[config.mk]
export PLATFORM = sky130hd
export DESIGN_NAME = pva_rot_cell
export DESIGN_NICKNAME = d
export VERILOG_FILES = /design/src/rtl/pva_pkg.sv /design/src/rtl/pva_rot_cell.sv
export SDC_FILE = /design/constraint.sdc
export NUM_CORES = 1
export LEC_CHECK = 0
export BUFFER_PORTS_ARGS = -buffer_cell sky130_fd_sc_hd__buf_2
export CAP_MARGIN = 5
export CORE_ASPECT_RATIO = 0.8
export CORE_MARGIN = 2
export CORE_UTILIZATION = 39
export CTS_BUF_LIST = sky130_fd_sc_hd__clkbuf_16
export DETAILED_ROUTE_END_ITERATION = 12
export SYNTH_ARGS = -nofsm -noshare
export SYNTH_HDL_FRONTEND = slang
export SYNTH_SLANG_ARGS = --single-unit
[constraint.sdc]
create_clock -name clk -period 6.5 [get_ports clk]
set_input_delay 0.65 -clock clk [delete_from_list [all_inputs] [get_ports clk]]
set_output_delay 0.65 -clock clk [all_outputs]
set_load 0.03 [all_outputs]
[src/rtl/pva_pkg.sv]
// ============================================================================
// pva_pkg: shared types and constants for the polar vector adder
// Fixed-point formats, the CORDIC arctangent table and the data carried
// from cell to cell along the rotation and vectoring chains.
// ============================================================================
package pva_pkg;

    // Component width: Q16 values with CORDIC growth and a sign bit
    localparam int XW = 37;
    // Angle width: degrees times 2^22
    localparam int ZW = 32;

    localparam int ATAN_ENTRIES     = 24;
    localparam int CORDIC_STEPS_DEF = 16;

    // 1/K in Q24
    localparam logic [23:0] KINV_Q24 = 24'd10188014;

    // Input angle units (1/64 degree)
    localparam logic signed [16:0] ANG_IN_90  = 17'sd5760;
    localparam logic signed [16:0] ANG_IN_180 = 17'sd11520;
    localparam logic signed [16:0] ANG_IN_360 = 17'sd23040;

    // Internal angle units (degrees times 2^22)
    localparam logic signed [ZW-1:0] DEG90_Z  = 32'sd377487360;
    localparam logic signed [ZW-1:0] DEG180_Z = 32'sd754974720;

    // Output limits
    localparam logic [18:0]        LEN_MAX = 19'd524280;
    localparam logic signed [16:0] ANG_MAX = 17'sd11520;

    // atan(2^-i) in degrees times 2^22
    localparam logic signed [ZW-1:0] ATAN_TABLE [ATAN_ENTRIES] = '{
        32'sd188743680, 32'sd111421900, 32'sd58872272, 32'sd29884485,
        32'sd15000234,  32'sd7507429,   32'sd3754631,  32'sd1877430,
        32'sd938729,    32'sd469366,    32'sd234683,   32'sd117342,
        32'sd58671,     32'sd29335,     32'sd14668,    32'sd7334,
        32'sd3667,      32'sd1833,      32'sd917,      32'sd458,
        32'sd229,       32'sd115,       32'sd57,       32'sd29
    };

    // One vector in the rotation chain
    typedef struct packed {
        logic signed [XW-1:0] x;
        logic signed [XW-1:0] y;
        logic signed [ZW-1:0] z;
        logic                 flip;
    } rot_vec_t;

    // Both input vectors travel side by side
    typedef struct packed {
        rot_vec_t a;
        rot_vec_t b;
    } rot_pair_t;

    // Resultant in the vectoring chain
    typedef struct packed {
        logic signed [XW-1:0] x;
        logic signed [XW-1:0] y;
        logic signed [ZW-1:0] z;
        logic                 zero;
    } vec_data_t;

endpackage

[src/rtl/pva_rot_cell.sv]
// ============================================================================
// pva_rot_cell: one CORDIC rotation step for both input vectors
// Registers a single micro-rotation by atan(2^-STEP) toward zero residual
// angle and hands the result to the next cell with valid/ready.
// ============================================================================
module pva_rot_cell #(
    parameter int STEP = 0
) (
    input  logic                clk,
    input  logic                rst_n,
    input  logic                in_valid,
    output logic                in_ready,
    input  pva_pkg::rot_pair_t  in_data,
    output logic                out_valid,
    input  logic                out_ready,
    output pva_pkg::rot_pair_t  out_data
);

    localparam logic signed [pva_pkg::ZW-1:0] ATAN_Z = pva_pkg::ATAN_TABLE[STEP];

    logic               valid_reg;
    pva_pkg::rot_pair_t data_reg;
    pva_pkg::rot_pair_t data_next;

    function automatic pva_pkg::rot_vec_t rotate(input pva_pkg::rot_vec_t v);
        pva_pkg::rot_vec_t              r;
        logic signed [pva_pkg::XW-1:0] x;
        logic signed [pva_pkg::XW-1:0] y;
        logic signed [pva_pkg::ZW-1:0] z;
        logic signed [pva_pkg::XW-1:0] dx;
        logic signed [pva_pkg::XW-1:0] dy;
        x  = v.x;
        y  = v.y;
        z  = v.z;
        dx = y >>> STEP;
        dy = x >>> STEP;
        r  = v;
        if (!z[pva_pkg::ZW-1])
        begin
            r.x = x - dx;
            r.y = y + dy;
            r.z = z - ATAN_Z;
        end
        else
        begin
            r.x = x + dx;
            r.y = y - dy;
            r.z = z + ATAN_Z;
        end
        return r;
    endfunction

    always_comb
    begin
        data_next.a = rotate(in_data.a);
        data_next.b = rotate(in_data.b);
    end

    assign in_ready  = !valid_reg || out_ready;
    assign out_valid = valid_reg;
    assign out_data  = data_reg;

    always_ff @(posedge clk or negedge rst_n)
    begin
        if (!rst_n)
        begin
            valid_reg <= 1'b0;
        end
        else if (in_ready)
        begin
            valid_reg <= in_valid;
        end
    end

    always_ff @(posedge clk)
    begin
        if (in_valid && in_ready)
        begin
            data_reg <= data_next;
        end
    end

endmodule

==> results.yml <==
finish:
  final_cell_mix: "buf_2, a21oi_1, ha_1"
  layout_commonest_cell: "buf_2"
  drive_above_1_share: 0.195
  fin_nets: 3117
  final_util: 0.468
  fillers: 5037
  syn2layout_area_growth_pct: 18.3
  fin_cells: 3357
synth:
  async_reset_ff_frac: 0.00469
  synth_nets: 2749
  ys_seq_area_frac: 0.324
  synth_area_sq_mm: 0.0197
  syn_avg_cell_area_sq_um: 8.62
  synth-seq-cells: 213
  synth_edf_count: 212
  syn_inst: 2291
  synth_ff_type: "edfxtp_1"
  synth.distinct_cells: 87
  yosys_warnings: 0
sta:
  clock.fmax_mhz: 243
  tns_ps: 0
  skew_ps: 24.2
  setup_viol: 0
  hold_violations: 0
  rsz0062_at_grt: "no"
  slew_violations: 0
  fin_crit_sh: 0.632
  tightest_slew_ps: 1340
  period_needed_ps: 4110
  slew_headroom: 0.0931
floorplanning:
  core-area_sq_mm: 0.0499
  row_count: 73
  die_y_um: 205
  pin_count: 434
  initial_core_util: 0.396
  die_w_um: 256
  fp.dieArea_sq_mm: 0.0525
worst_setup_path:
  critPathCaptureType: "register"
  crit_path_cell_trace: "buf_2 > inv_1 > ha_1 > a21o_1 > a21oi_1 > o211ai_1 > a21oi_1 > o211ai_1 > o41ai_1 > o221ai_1 > mux2i_1 > xnor2_1"
  crit_type: "primary input to register"
  worstPathArrival_ps: 4400
  cp.required_ps: 6800
  critPathMaxStageDelay_ps: 1090
  start_kind: "primary input"
  cp_max_fo: 5
  cpMaxStageDelayCell: "o41ai_1"
drt:
  via_per_inst: 5.68
  wire_per_inst_um: 22.1
  drc_errors: 0
  via_count: 19100
  routed_wl_um: 74300
  antenna_left: 0
  drtIter0Drc: 1957
  first_pass_iters: 5
clocking:
  cts_tree: "done"
  cts.clk_slew.worst_paths_ps: 60
  clock_sinks: 213
  hold_buffers: 1
  numCtsBuffers: 27
  clk_latency_ps: 590
  cts.repair.resized: 0
  cts_max_level: 1
  clockBufferDepth: 3
  root_buffer: "clkbuf_16"
  cts_setup_buffers: 0
global_routing:
  grt_pass1_vias: 18000
  grt_util_all_layers: 0.269
  antenna_found_initial: 2
  grt_use_met3: 0.0488
  grt.met1_usage: 0.404
  grt_use_met2: 0.393
  grt-ovfl-total: 0
  grt_max_degree: 117
  busiest_layer: "met1"
  grt_pass1_wl_um: 110000
job:
  drv_cap: 0
hold_path:
  holdCritPathClass: "primary input to register"
pwr:
  p_per_area_mw_per_mm2: 232
  p_leak_nw: 10.4
  vdd.ir_drop.worst_v: 0.000172
run_status:
  status: "complete, no violations"
place:
  gp_congestion: 0.947
  post-place-cells: 3304
  portBuffers: 433
  hpwlAfterDp_um: 58900
report_power, final:
part           total, mW  internal [mW]  switching (mW)
combinational       2.01          0.647            1.36
clock               1.62          0.963           0.662
sequential          1.78           1.73          0.0483
total               5.41           3.34            2.07
cell type report:
class                           instances  area, sq um  area share
Sequential cell                       213         6390       0.274
Multi-Input combinational cell       1737        12000       0.515
Tap cell                              675          845      0.0362
Clock buffer                           27          676      0.0289
Timing Repair Buffer                  443         2260      0.0968
Antenna cell                            2         5.00    0.000214
Clock inverter                         23          265      0.0114
Inverter                              237          890      0.0381
worst max-delay path, delay by kind of cell:
kind	cells	cell delay, ps
buffers and inverters	2	240
xor gates and xnor gates	1	80
muxes	1	230
adders and majority gates	1	350
AOI/OAI and AO/OA	7	2860
through the flow:
| stage | area, sq um | hold WS [ps] | power (mW) | setup WS (ps) |
|---|---|---|---|---|
| 2_1_floorplan | 19700 | 354 | 3.14 | 50.5 |
| 3_3_place_gp | 22400 | 426 | 3.78 | 2040 |
| 3_5_place_dp | 22400 | 429 | 3.77 | 2000 |
| 4_1_cts | 23300 | 221 | 5.43 | 2580 |
| 5_1_grt | 23400 | 228 | 5.65 | 2280 |
| 6_report | 23400 | 257 | 5.41 | 2390 |
per-layer routing:
| layer | up-vias | wire [um] |
|---|---|---|
| met1 | 9226 | 35000 |
| li1 | 8884 | - |
| met3 | 96 | 5930 |
| met5 | - | 20 |
| met4 | 2 | 1920 |
| met2 | 863 | 31400 |
Yosys cell counts, types with 8 or more instances:
| library cell | number | area share |
|---|---|---|
| and3_1 | 8 | 0.0025 |
| o21a_1 | 16 | 0.0061 |
| buf_2 | 21 | 0.0053 |
| o211ai_1 | 18 | 0.0068 |
| or3_1 | 10 | 0.0032 |
| nand2_1 | 111 | 0.021 |
| ha_1 | 232 | 0.15 |
| nor3_1 | 46 | 0.012 |
| a211oi_1 | 19 | 0.0072 |
| o31ai_1 | 19 | 0.0072 |
| o21bai_1 | 65 | 0.025 |
| xor2_1 | 18 | 0.0080 |
| nor2b_1 | 32 | 0.010 |
| xnor2_1 | 137 | 0.061 |
| inv_1 | 229 | 0.044 |
| nor4_1 | 17 | 0.0054 |
| nor2_1 | 223 | 0.042 |
| buf_1 | 13 | 0.0025 |
| a21oi_1 | 297 | 0.075 |
| a21o_1 | 62 | 0.024 |
| nand2b_1 | 20 | 0.0063 |
| nand4_1 | 25 | 0.0079 |
| clkbuf_1 | 62 | 0.012 |
| a31oi_1 | 13 | 0.0041 |
| fa_1 | 8 | 0.0081 |
| edfxtp_1 | 212 | 0.32 |
| mux2i_1 | 25 | 0.013 |
| a221oi_1 | 9 | 0.0040 |
| nand3_1 | 29 | 0.0074 |
| o21ai_0 | 156 | 0.040 |
final timing paths:
kind	depth (start not counted)	from	slack (ps)	end
setup / recovery	12	in_data[141]	2390	out_data[210]$_DFFE_PP_
hold / removal	1	in_data[0]	260	out_data[0]$_DFFE_PP_
setup reg to reg	3	out_valid$_DFFE_PN0N_	4360	out_data[138]$_DFFE_PP_
hold reg to reg	2	out_valid$_DFFE_PN0N_	540	out_valid$_DFFE_PN0N_
max in group asynchronous	2	rst_n	6030	out_valid$_DFFE_PN0N_
min in group asynchronous	2	rst_n	390	out_valid$_DFFE_PN0N_
sequential cells by signal, summed over array words and instances (netlist names):
register,count
out_data,212
out_valid,1
cell families (layout without fill, tap and decap cells):
kind of cell | after synthesis | count (layout) | share of synthesized area
muxes | 27 | 27 | 0.0138
AOI/OAI and AO/OA | 766 | 766 | 0.243
buffers and inverters | 341 | 730 | 0.0676
xor gates and xnor gates | 155 | 155 | 0.0687
adders and majority gates | 240 | 240 | 0.155
and+or+nand+nor | 549 | 549 | 0.128
DFF | 213 | 213 | 0.324
other | 0 | 2 | 0
No activity file was read; power rests on OpenSTA's default activity.
