[config.mk]
export PLATFORM = sky130hd
export DESIGN_NAME = pva_vec_cell
export DESIGN_NICKNAME = d
export VERILOG_FILES = /design/src/rtl/pva_pkg.sv /design/src/rtl/pva_vec_cell.sv
export SDC_FILE = /design/constraint.sdc
export NUM_CORES = 1
export LEC_CHECK = 0
export ABC_AREA = 1
export BUFFER_PORTS_ARGS = -buffer_cell sky130_fd_sc_hd__buf_2
export CORE_MARGIN = 5
export CORE_UTILIZATION = 40
export CTS_CLUSTER_DIAMETER = 150
export DETAILED_ROUTE_END_ITERATION = 10
export PLACE_DENSITY_LB_ADDON = 0.3
export REMOVE_ABC_BUFFERS = 1
export SLEW_MARGIN = 20
export SYNTH_ARGS = -nofsm -noshare
export SYNTH_HDL_FRONTEND = slang
export SYNTH_SLANG_ARGS = --single-unit
[constraint.sdc]
create_clock -name clk -period 11.05 [get_ports clk]
set_input_delay 1.105 -clock clk [delete_from_list [all_inputs] [get_ports clk]]
set_output_delay 1.105 -clock clk [all_outputs]
set_load 0.02 [all_outputs]
[src/rtl/pva_pkg.sv]
// ============================================================================
// pva_pkg: shared types and constants for the polar vector adder
// Fixed-point formats, the CORDIC arctangent table and the data carried
// from cell to cell along the rotation and vectoring chains.
// ============================================================================
package pva_pkg;

    // Component width: Q16 values with CORDIC growth and a sign bit
    localparam int XW = 37;
    // Angle width: degrees times 2^22
    localparam int ZW = 32;

    localparam int ATAN_ENTRIES     = 24;
    localparam int CORDIC_STEPS_DEF = 16;

    // 1/K in Q24
    localparam logic [23:0] KINV_Q24 = 24'd10188014;

    // Input angle units (1/64 degree)
    localparam logic signed [16:0] ANG_IN_90  = 17'sd5760;
    localparam logic signed [16:0] ANG_IN_180 = 17'sd11520;
    localparam logic signed [16:0] ANG_IN_360 = 17'sd23040;

    // Internal angle units (degrees times 2^22)
    localparam logic signed [ZW-1:0] DEG90_Z  = 32'sd377487360;
    localparam logic signed [ZW-1:0] DEG180_Z = 32'sd754974720;

    // Output limits
    localparam logic [18:0]        LEN_MAX = 19'd524280;
    localparam logic signed [16:0] ANG_MAX = 17'sd11520;

    // atan(2^-i) in degrees times 2^22
    localparam logic signed [ZW-1:0] ATAN_TABLE [ATAN_ENTRIES] = '{
        32'sd188743680, 32'sd111421900, 32'sd58872272, 32'sd29884485,
        32'sd15000234,  32'sd7507429,   32'sd3754631,  32'sd1877430,
        32'sd938729,    32'sd469366,    32'sd234683,   32'sd117342,
        32'sd58671,     32'sd29335,     32'sd14668,    32'sd7334,
        32'sd3667,      32'sd1833,      32'sd917,      32'sd458,
        32'sd229,       32'sd115,       32'sd57,       32'sd29
    };

    // One vector in the rotation chain
    typedef struct packed {
        logic signed [XW-1:0] x;
        logic signed [XW-1:0] y;
        logic signed [ZW-1:0] z;
        logic                 flip;
    } rot_vec_t;

    // Both input vectors travel side by side
    typedef struct packed {
        rot_vec_t a;
        rot_vec_t b;
    } rot_pair_t;

    // Resultant in the vectoring chain
    typedef struct packed {
        logic signed [XW-1:0] x;
        logic signed [XW-1:0] y;
        logic signed [ZW-1:0] z;
        logic                 zero;
    } vec_data_t;

endpackage

[src/rtl/pva_vec_cell.sv]
// ============================================================================
// pva_vec_cell: one CORDIC vectoring step on the resultant
// Registers a single micro-rotation that drives y toward zero and
// accumulates the angle, then hands the result to the next cell.
// ============================================================================
module pva_vec_cell #(
    parameter int STEP = 0
) (
    input  logic                clk,
    input  logic                rst_n,
    input  logic                in_valid,
    output logic                in_ready,
    input  pva_pkg::vec_data_t  in_data,
    output logic                out_valid,
    input  logic                out_ready,
    output pva_pkg::vec_data_t  out_data
);

    localparam logic signed [pva_pkg::ZW-1:0] ATAN_Z = pva_pkg::ATAN_TABLE[STEP];

    logic               valid_reg;
    pva_pkg::vec_data_t data_reg;
    pva_pkg::vec_data_t data_next;

    logic signed [pva_pkg::XW-1:0] x;
    logic signed [pva_pkg::XW-1:0] y;
    logic signed [pva_pkg::ZW-1:0] z;
    logic signed [pva_pkg::XW-1:0] dx;
    logic signed [pva_pkg::XW-1:0] dy;

    always_comb
    begin
        x  = in_data.x;
        y  = in_data.y;
        z  = in_data.z;
        dx = y >>> STEP;
        dy = x >>> STEP;
        data_next = in_data;
        if (!y[pva_pkg::XW-1])
        begin
            data_next.x = x + dx;
            data_next.y = y - dy;
            data_next.z = z + ATAN_Z;
        end
        else
        begin
            data_next.x = x - dx;
            data_next.y = y + dy;
            data_next.z = z - ATAN_Z;
        end
    end

    assign in_ready  = !valid_reg || out_ready;
    assign out_valid = valid_reg;
    assign out_data  = data_reg;

    always_ff @(posedge clk or negedge rst_n)
    begin
        if (!rst_n)
        begin
            valid_reg <= 1'b0;
        end
        else if (in_ready)
        begin
            valid_reg <= in_valid;
        end
    end

    always_ff @(posedge clk)
    begin
        if (in_valid && in_ready)
        begin
            data_reg <= data_next;
        end
    end

endmodule

==> run summary, run 1 <==
IR analysis of the VDD net gives a maximum drop of 0.0878 mV. The number of max-cap violations was 0. Area of the die: 0.0331 sq mm. For the via count of the first global-routing pass, the log shows 11896. The biggest area contributor in the post-synthesis netlist is sky130_fd_sc_hd__edfxtp_1.

The H-tree was split into 3 levels. The core area is 0.0294 sq mm, and the clock skew is 0.0128 ns. The count of hold buffers inserted by post-cts repair was 0. The number of vias in the routed layout came out at 12222. During placement, the flow inserted port buffers numbering 219. The data arrival at the endpoint of the critical path is 3.57 ns. STA classifies the critical path endpoint as a flop.

The tools report the proportion of power drawn by combinational gates as 0.409. In the final timing run, aggregate negative setup slack is 0 ns. The total setup violations reported at the end of the flow is 0. The synthesized netlist occupies a cell area of 0.0118 sq mm. The tools report the final number of hold-violating endpoints as 0.

The vertical extent of the die was 182 um. The synthesized design contains 107 register bits. After detailed routing, the average wire length per cell comes to 17.6 um. Share of the yosys chip area belonging to registers: 0.271. The number of clock buffers added by TritonCTS is 9.

The part of the power in registers was 0.342. The number of routed nets with antenna violations came out at 0. Setup repair after global routing left no endpoint under its margin.

The tightest hold path in the finished design has a slack of 0.478 ns. The clock passes through at most 2 buffers. The share of layout cells above drive strength 1 is 0.140. After synthesis, the most frequently instantiated cells are sky130_fd_sc_hd__nand2_1, sky130_fd_sc_hd__inv_1, sky130_fd_sc_hd__nand3_1. Along the worst path, the maximum fanout reaches 78. The floorplan has 63 rows. The run finished with clean final reports. After clock tree synthesis, the setup repair step added 0 buffers. The final worst-path cycle share works out to 0.311. The tools report the clock root buffer as sky130_fd_sc_hd__clkbuf_16. For this run the aggregate overflow at the end of global routing stands at 0.

The endpoint required time on the critical path was 11.18 ns. At the later pin of the worst-skew pair, clock insertion delay measures 0.38 ns. The internal power of the cells totals 0.000853 W. The final count of pins violating max slew was 0. The min-delay analysis places its worst path in the category in -> async.

For the wire length of the first global-routing pass, the log shows 63.3 mm. The logs give 0.402 for the starting utilization of the core area and 923 for the first-iteration detailed-routing DRC count. Summed over all cells, the static leakage comes to 6.99 nW.

The number of warnings reported in the yosys synthesis log is 0. After synthesis, the cell types taking the most area are sky130_fd_sc_hd__edfxtp_1, sky130_fd_sc_hd__nand2_1, sky130_fd_sc_hd__ha_1. The top cell type's share of synthesized area was 0.269; the total of cells resized after clock tree synthesis was 0. The run gives 0.457 as the utilization after layout.

The total power divided by cell area was 111 mW/mm^2; the clock-pin slew reported for the worst setup and hold paths after clock tree synthesis was 0.09 ns. The count of TritonRoute iterations in the first routing pass is 6, and the slew of the pin with the lowest slew margin is 0.899 ns. STA classifies the critical path startpoint as a primary input. Averaged over all synthesized cells, the footprint is 6.65 sq um.

In the synthesized netlist the dominant register cell turns out to be sky130_fd_sc_hd__edfxtp_1. The congestion estimate from routability-driven global placement came to 0.966. Derived from the worst setup path, the maximum achievable clock frequency is 0.291 GHz. The count of clock tree sinks was 107; the share of async-settable or async-resettable flops after synthesis was 0.00935. Dividing the detail-routed via count by the number of cells gives 5.19.

The total detailed-routing wirelength was 41.5 mm; the overall fraction of global-route tracks in use was 0.243. The class of the most critical setup path was in -> reg. The switching share of total power was 0.426. Yosys mapped a number of flops with a built-in enable equal to 106. The number of top-level pins came out at 220. The number of library cell types mapped by synthesis is 41, and the half-perimeter wire length after placement is 34.7 mm. TritonCTS built the clock tree. The logs give 0.400 for the normalized max-slew margin and 0 for the number of antenna violations at the first check in global routing. The tools report the layout net count as 2200. The synthesized instance count is 1776.

Yosys instantiated no cell more often than sky130_fd_sc_hd__nand2_1. The proportion of power drawn by the clock network was 0.249; the net load switching power was 0.000632 W. The diode insertion count for antenna repair is 0.

The maximum number of pins on one net before global-route repair is 79. The number of remaining DRC errors was 0; the time the final worst path needs with I/O delays and setup was 3.44 ns. The horizontal die dimension was 182 um; the layout overhead on the synthesized area was 13.7%.
layout make-up:
class                      instances  area (sq um)
tap                              390           488
inverter                         276          1040
clock inverter                     7           104
sequential                       107          3210
multi-input combinational       1343          7240
clock buffer                       9           225
timing repair buffer             224          1130
fill                            3124         16000
state kept, by name, indices dropped and copies added (netlist names):
| signal | cells |
|---|---|
| out_valid | 1 |
| out_data | 106 |
worst paths after layout:
check                                 startpoint                      end  slack, ns  cells after the start
hold / removal                             rst_n    out_valid$_DFFE_PN0N_       0.48                      1
hold reg to reg            out_valid$_DFFE_PN0N_    out_valid$_DFFE_PN0N_       0.59                      2
min in group clk           out_valid$_DFFE_PN0N_    out_valid$_DFFE_PN0N_       0.59                      2
max in group asynchronous                  rst_n    out_valid$_DFFE_PN0N_      10.49                      1
setup / recovery                     in_data[69]   out_data[30]$_DFFE_PP_       7.61                     11
setup reg to reg           out_valid$_DFFE_PN0N_  out_data[103]$_DFFE_PP_       9.00                      2
cell families (layout without fill, tap and decap cells):
group	after synthesis	after routing	synth area share
and+or+nand+nor	885	885	0.310
AOI/OAI and AO/OA	293	293	0.136
DFF	107	107	0.271
xor gates and xnor gates	37	37	0.0274
adders and majority gates	128	128	0.138
buffers and inverters	326	516	0.117
layer usage:
layer,vias to the layer above,global-route usage,part of all wire
li1,6084,-,-
met1,5586,0.335,0.46
met2,472,0.392,0.44
met3,80,0.0300,0.060
met4,0,0.0910,0.040
met5,-,0,0
worst max-delay path, cell delays in order:
cell and delay, ns:
sky130_fd_sc_hd__buf_2 0.09, sky130_fd_sc_hd__buf_4 0.29, sky130_fd_sc_hd__inv_2 0.09, sky130_fd_sc_hd__buf_4 0.67, sky130_fd_sc_hd__ha_1 0.42, sky130_fd_sc_hd__a21oi_1 0.21
sky130_fd_sc_hd__o21ai_0 0.15, sky130_fd_sc_hd__a21oi_1 0.24, sky130_fd_sc_hd__nor2_1 0.06, sky130_fd_sc_hd__nor2_1 0.11, sky130_fd_sc_hd__xnor2_1 0.07
placed cells by master (no fill, tap or decap), drive strengths merged, types with 19 or more instances in the layout:
master  Yosys  layout
nor2      152     152
o21ai      99      99
ha        124     124
inv       276     280
xor2       34      34
a21oi     139     139
buf        43     224
nand2     544     544
nand3     153     153
o21bai     19      19
edfxtp    106     106
per-stage QoR:
stage	cell area [sq um]	power (W)	setup slack (ns)	instances
after floorplan	11500	0.000916	4.18	1726
after global placement	13100	0.00111	7.31	2340
after detailed placement	13100	0.00111	7.23	2340
after CTS	13400	0.00149	7.63	2356
after global routing	13400	0.00158	7.46	2356
final	13400	0.00149	7.61	2356
power groups by stage:
stage / Clock [W] / Combinational, W / Sequential, W
3_3_place_gp: 0 / 0.000593 / 0.000517
5_1_grt: 0.000399 / 0.000672 / 0.000512
4_1_cts: 0.000384 / 0.000601 / 0.000508
6_report: 0.000370 / 0.000607 / 0.000508
2_1_floorplan: 0 / 0.000347 / 0.000570
3_5_place_dp: 0 / 0.000597 / 0.000517
No activity file was read; power rests on OpenSTA's default activity.
==> run 2: changes to the inputs <==
==> constraint.sdc (replaced) <==
create_clock -name clk -period 2.8 [get_ports clk]
set_input_delay 0.28 -clock clk [delete_from_list [all_inputs] [get_ports clk]]
set_output_delay 0.28 -clock clk [all_outputs]
set_load 0.02 [all_outputs]
==> run 2 against run 1 <==
Compared with the run above: worst setup slack got worse by 7.2 ns; register-to-register slack got worse by 7.7 ns; largest power group unchanged; highest routed layer unchanged; cell area increased by 1.4%.
==> run summary, run 2 (synthesis gave the netlist of run 1 again) <==
The dominant cell type by count on the critical path was sky130_fd_sc_hd__nand2_1. For the final-layout setup total negative slack, the log shows 0 ns (unchanged). The count of TritonRoute iterations in the first routing pass is 5 (-1), and the count of filler cells inserted in the layout is 3136 (+0.38%). The logs give 0 (unchanged) for the diode insertion count for antenna repair and 0 (unchanged) for the final count of pins violating max slew. The post-detailed-route via-to-cell ratio works out to 5.15 (-0.73%).

For the endpoint required time on the critical path, the log shows 2.92 ns (-8.26 ns). For the number of vias in the routed layout, the log shows 12282 (+0.49%). Overall fraction of global-route tracks in use: 0.250 (+0.00695). Setup repair after global routing left no endpoint under its margin. The count of input and output buffers was 219 (unchanged). The instance area at placement is 0.0133 sq mm (+1.7%), and the wire length of the first global-routing pass is 64.8 mm (+2.5%).

The clock skew came out at 0.0127 ns (-0.000111 ns). The proportion of power drawn by combinational gates was 0.425 (+0.016); the number of antenna violations at the first check in global routing was 0 (unchanged). The worst hold path begins at in_data[18]. The overflow left after global routing was 0 (unchanged); the total power divided by cell area was 427 mW/mm^2 (+290%). For the number of routed nets with antenna violations, the log shows 0 (unchanged). The sort of element at the start of the critical path was a primary input.

The total setup violations reported at the end of the flow is 0 (unchanged). For the via count of the first global-routing pass, the log shows 12096 (+1.7%). The layout net count came out at 2229 (+1.3%). The number of stages on the worst hold path is 1, and the post-layout instance area is 0.0136 sq mm (+1.4%).

Final worst-path cycle share: 0.865. The run gives 2 (unchanged) as the number of buffers between clock root and the deepest sink. The peak fanout along the critical path is 12 (-85%), and the global placer's final weighted congestion is 0.985 (+2.0%).

For the first-iteration detailed-routing DRC count, the log shows 1059 (+15%). The total detailed-routing wirelength is 42.7 mm (+3.0%). The share of layout cells above drive strength 1 was 0.151 (+0.0115). The run finished with clean final reports. For the maximum operating frequency, the log shows 0.413 GHz.

TritonCTS built the clock tree. In this run the critical register-to-register path is launched from out_valid$_DFFE_PN0N_. For the data arrival at the endpoint of the critical path, the log shows 2.54 ns (-1.03 ns). The proportion of power drawn by the clock network came out at 0.230 (-0.019). The internal power component came out at 0.00337 W (+300%). The vertical extent of the die is 182 um (unchanged). Clock latency on the worst-skew pair: 0.39 ns (about the same).

The number of buffers created by CTS was 9 (unchanged). Leaving out fill and tap cells, the most frequent cell in the layout is sky130_fd_sc_hd__nand2_1. The count of cells along the worst register-to-register path works out to 2 (unchanged). The tools report the end point of the worst hold path as out_data[18]$_DFFE_PP_. For the utilization after layout, the log shows 0.464 (+0.00660). The area taken by multi-input logic gates was 0.00724 sq mm (unchanged).

The biggest cell delay along the critical path came out at 0.56 ns (-0.11 ns). For the number of levels in the clock H-tree, the log shows 3 (unchanged). The number of remaining DRC errors is 0 (unchanged).

The total instance count after detailed placement was 2368 (+1.2%); the horizontal die dimension was 182 um (unchanged). The smallest clock period supported by the final layout is computed as 2.42 ns. The cell leakage power is 7.11 nW (+1.8%). For the area taken by flip-flops and latches, the log shows 0.00321 sq mm (unchanged).

The clock-pin slew reported for the worst setup and hold paths after clock tree synthesis came out at 0.08 ns (about the same). The run gives 36.0 mm (+3.7%) as the half-perimeter wire length after placement. The library cell contributing the largest single delay on the critical path is sky130_fd_sc_hd__ha_1. The core area is 0.0294 sq mm (unchanged), and the switching share of total power is 0.420 (-0.00600). The net load switching power is 0.00244 W (+290%). Normalized max-slew margin: 0.440 (+0.0396). The non-filler instance count after layout is 2385 (+1.2%). Traced cell by cell, the critical path runs through buf_2 -> inv_1 -> ha_1 -> inv_1 -> a21oi_1 -> nand2_1 -> nand2_1 -> nand3_1 -> nand2_1 -> nand2_1 -> nand2_1 -> nand3_1 -> nand3_1 -> nand2_1.

The run gives 0 (unchanged) as the number of max-cap violations. The number of flip-flops in the largest register is 106 (unchanged). The critical path buffer and inverter count was 3 (-1); the number of top-level pins was 220 (unchanged).

The count of clock tree sinks is 107 (unchanged), and the layout overhead on the synthesized area is 15.3%. The tools report the largest voltage drop on the vdd net as 0.303 mV (+250%). The area of the die was 0.0331 sq mm (unchanged); the floorplan row count was 63 (unchanged). The slew of the pin with the lowest slew margin is 0.840 ns (-0.0595 ns). The final number of hold-violating endpoints was 0 (unchanged). The tools report the clock root buffer as sky130_fd_sc_hd__clkbuf_16. Grouping stages by cell kind, the critical path spends the most delay in simple AND/OR/NAND/NOR gates. The logic depth of the worst setup path including buffers works out to 14 (+3).

In this run the critical register-to-register path is captured at out_data[87]$_DFFE_PP_. The tools report the maximum number of pins on one net before global-route repair as 87 (+10%). The setup slack of the most critical reg-to-reg path was 1.35 ns (-7.65 ns). The wire length per cell was 17.9 um (+1.8%); the part of the power in registers was 0.345 (+0.003). The path class of the tightest hold or removal check is in -> reg. The critical path starts at in_data[40]. The class of the most critical setup path was in -> reg.

The buffer count from post-CTS setup fixing was 0 (unchanged). Leaving out fill and tap cells, the most frequent cells in the layout are sky130_fd_sc_hd__nand2_1, sky130_fd_sc_hd__inv_1, sky130_fd_sc_hd__buf_2. For the starting utilization of the core area, the log shows 0.402 (unchanged). The worst setup path is captured at a flop.
## run 2: final cells by class
cell class / instances / share of cell area
Clock buffer: 10 / 0.0168
Clock inverter: 6 / 0.00450
Inverter: 276 / 0.0760
Multi-Input combinational cell: 1343 / 0.531
Sequential cell: 107 / 0.235
Tap cell: 390 / 0.0358
Timing Repair Buffer: 253 / 0.100
## run 2: worst max path at each step
stage | to | slack [ns]
6_report | out_data[102]$_DFFE_PP_ | 0.38
5_1_grt | out_data[102]$_DFFE_PP_ | 0.19
4_1_cts | out_data[102]$_DFFE_PP_ | 0.44
3_5_place_dp | out_data[102]$_DFFE_PP_ | 0.06
3_3_place_gp | out_data[97]$_DFFE_PP_ | 0.05
2_1_floorplan | out_data[0]$_DFFE_PP_ | -3.44
## run 2: power groups by stage
stage	clock (W)	sequential, W	combinational (W)
after global placement	0	0.00205	0.00241
after detailed placement	0	0.00205	0.00243
after CTS	0.00137	0.00201	0.00245
after global routing	0.00145	0.00202	0.00273
after floorplan	0	0.00225	0.00137
final	0.00133	0.00201	0.00247
## run 2: timing repair
item | 4_1_cts | 5_1_grt
endpoints found under the hold margin | 1 | 0
gates resized for setup | 0 | 0
setup endpoints to repair | 0 | 0
hold buffers | 1 | 0
## run 2: worst register-to-register path, stage by stage, from the launching register on
cell	delay [ns]
sky130_fd_sc_hd__dfrtp_1	0.42
sky130_fd_sc_hd__a21oi_4	0.20
sky130_fd_sc_hd__buf_12	0.42
## run 2: layer usage
metal,track usage,vias to the layer above,part of all wire
li1,-,6135,-
met4,0.0889,0,0.034
met2,0.416,447,0.46
met5,0,-,0
met1,0.334,5627,0.45
met3,0.0343,73,0.063
## run 2: through the flow
| stage | total power, W | worst slack [ns] | hold WS [ns] |
|---|---|---|---|
| 5_1_grt | 0.00620 | 0.191 | 0.0577 |
| 6_report | 0.00581 | 0.378 | 0.0765 |
| 3_3_place_gp | 0.00446 | 0.0460 | 0.0562 |
| 3_5_place_dp | 0.00448 | 0.0553 | 0.0579 |
| 4_1_cts | 0.00583 | 0.444 | 0.0635 |
| 2_1_floorplan | 0.00362 | -3.44 | -0.0156 |
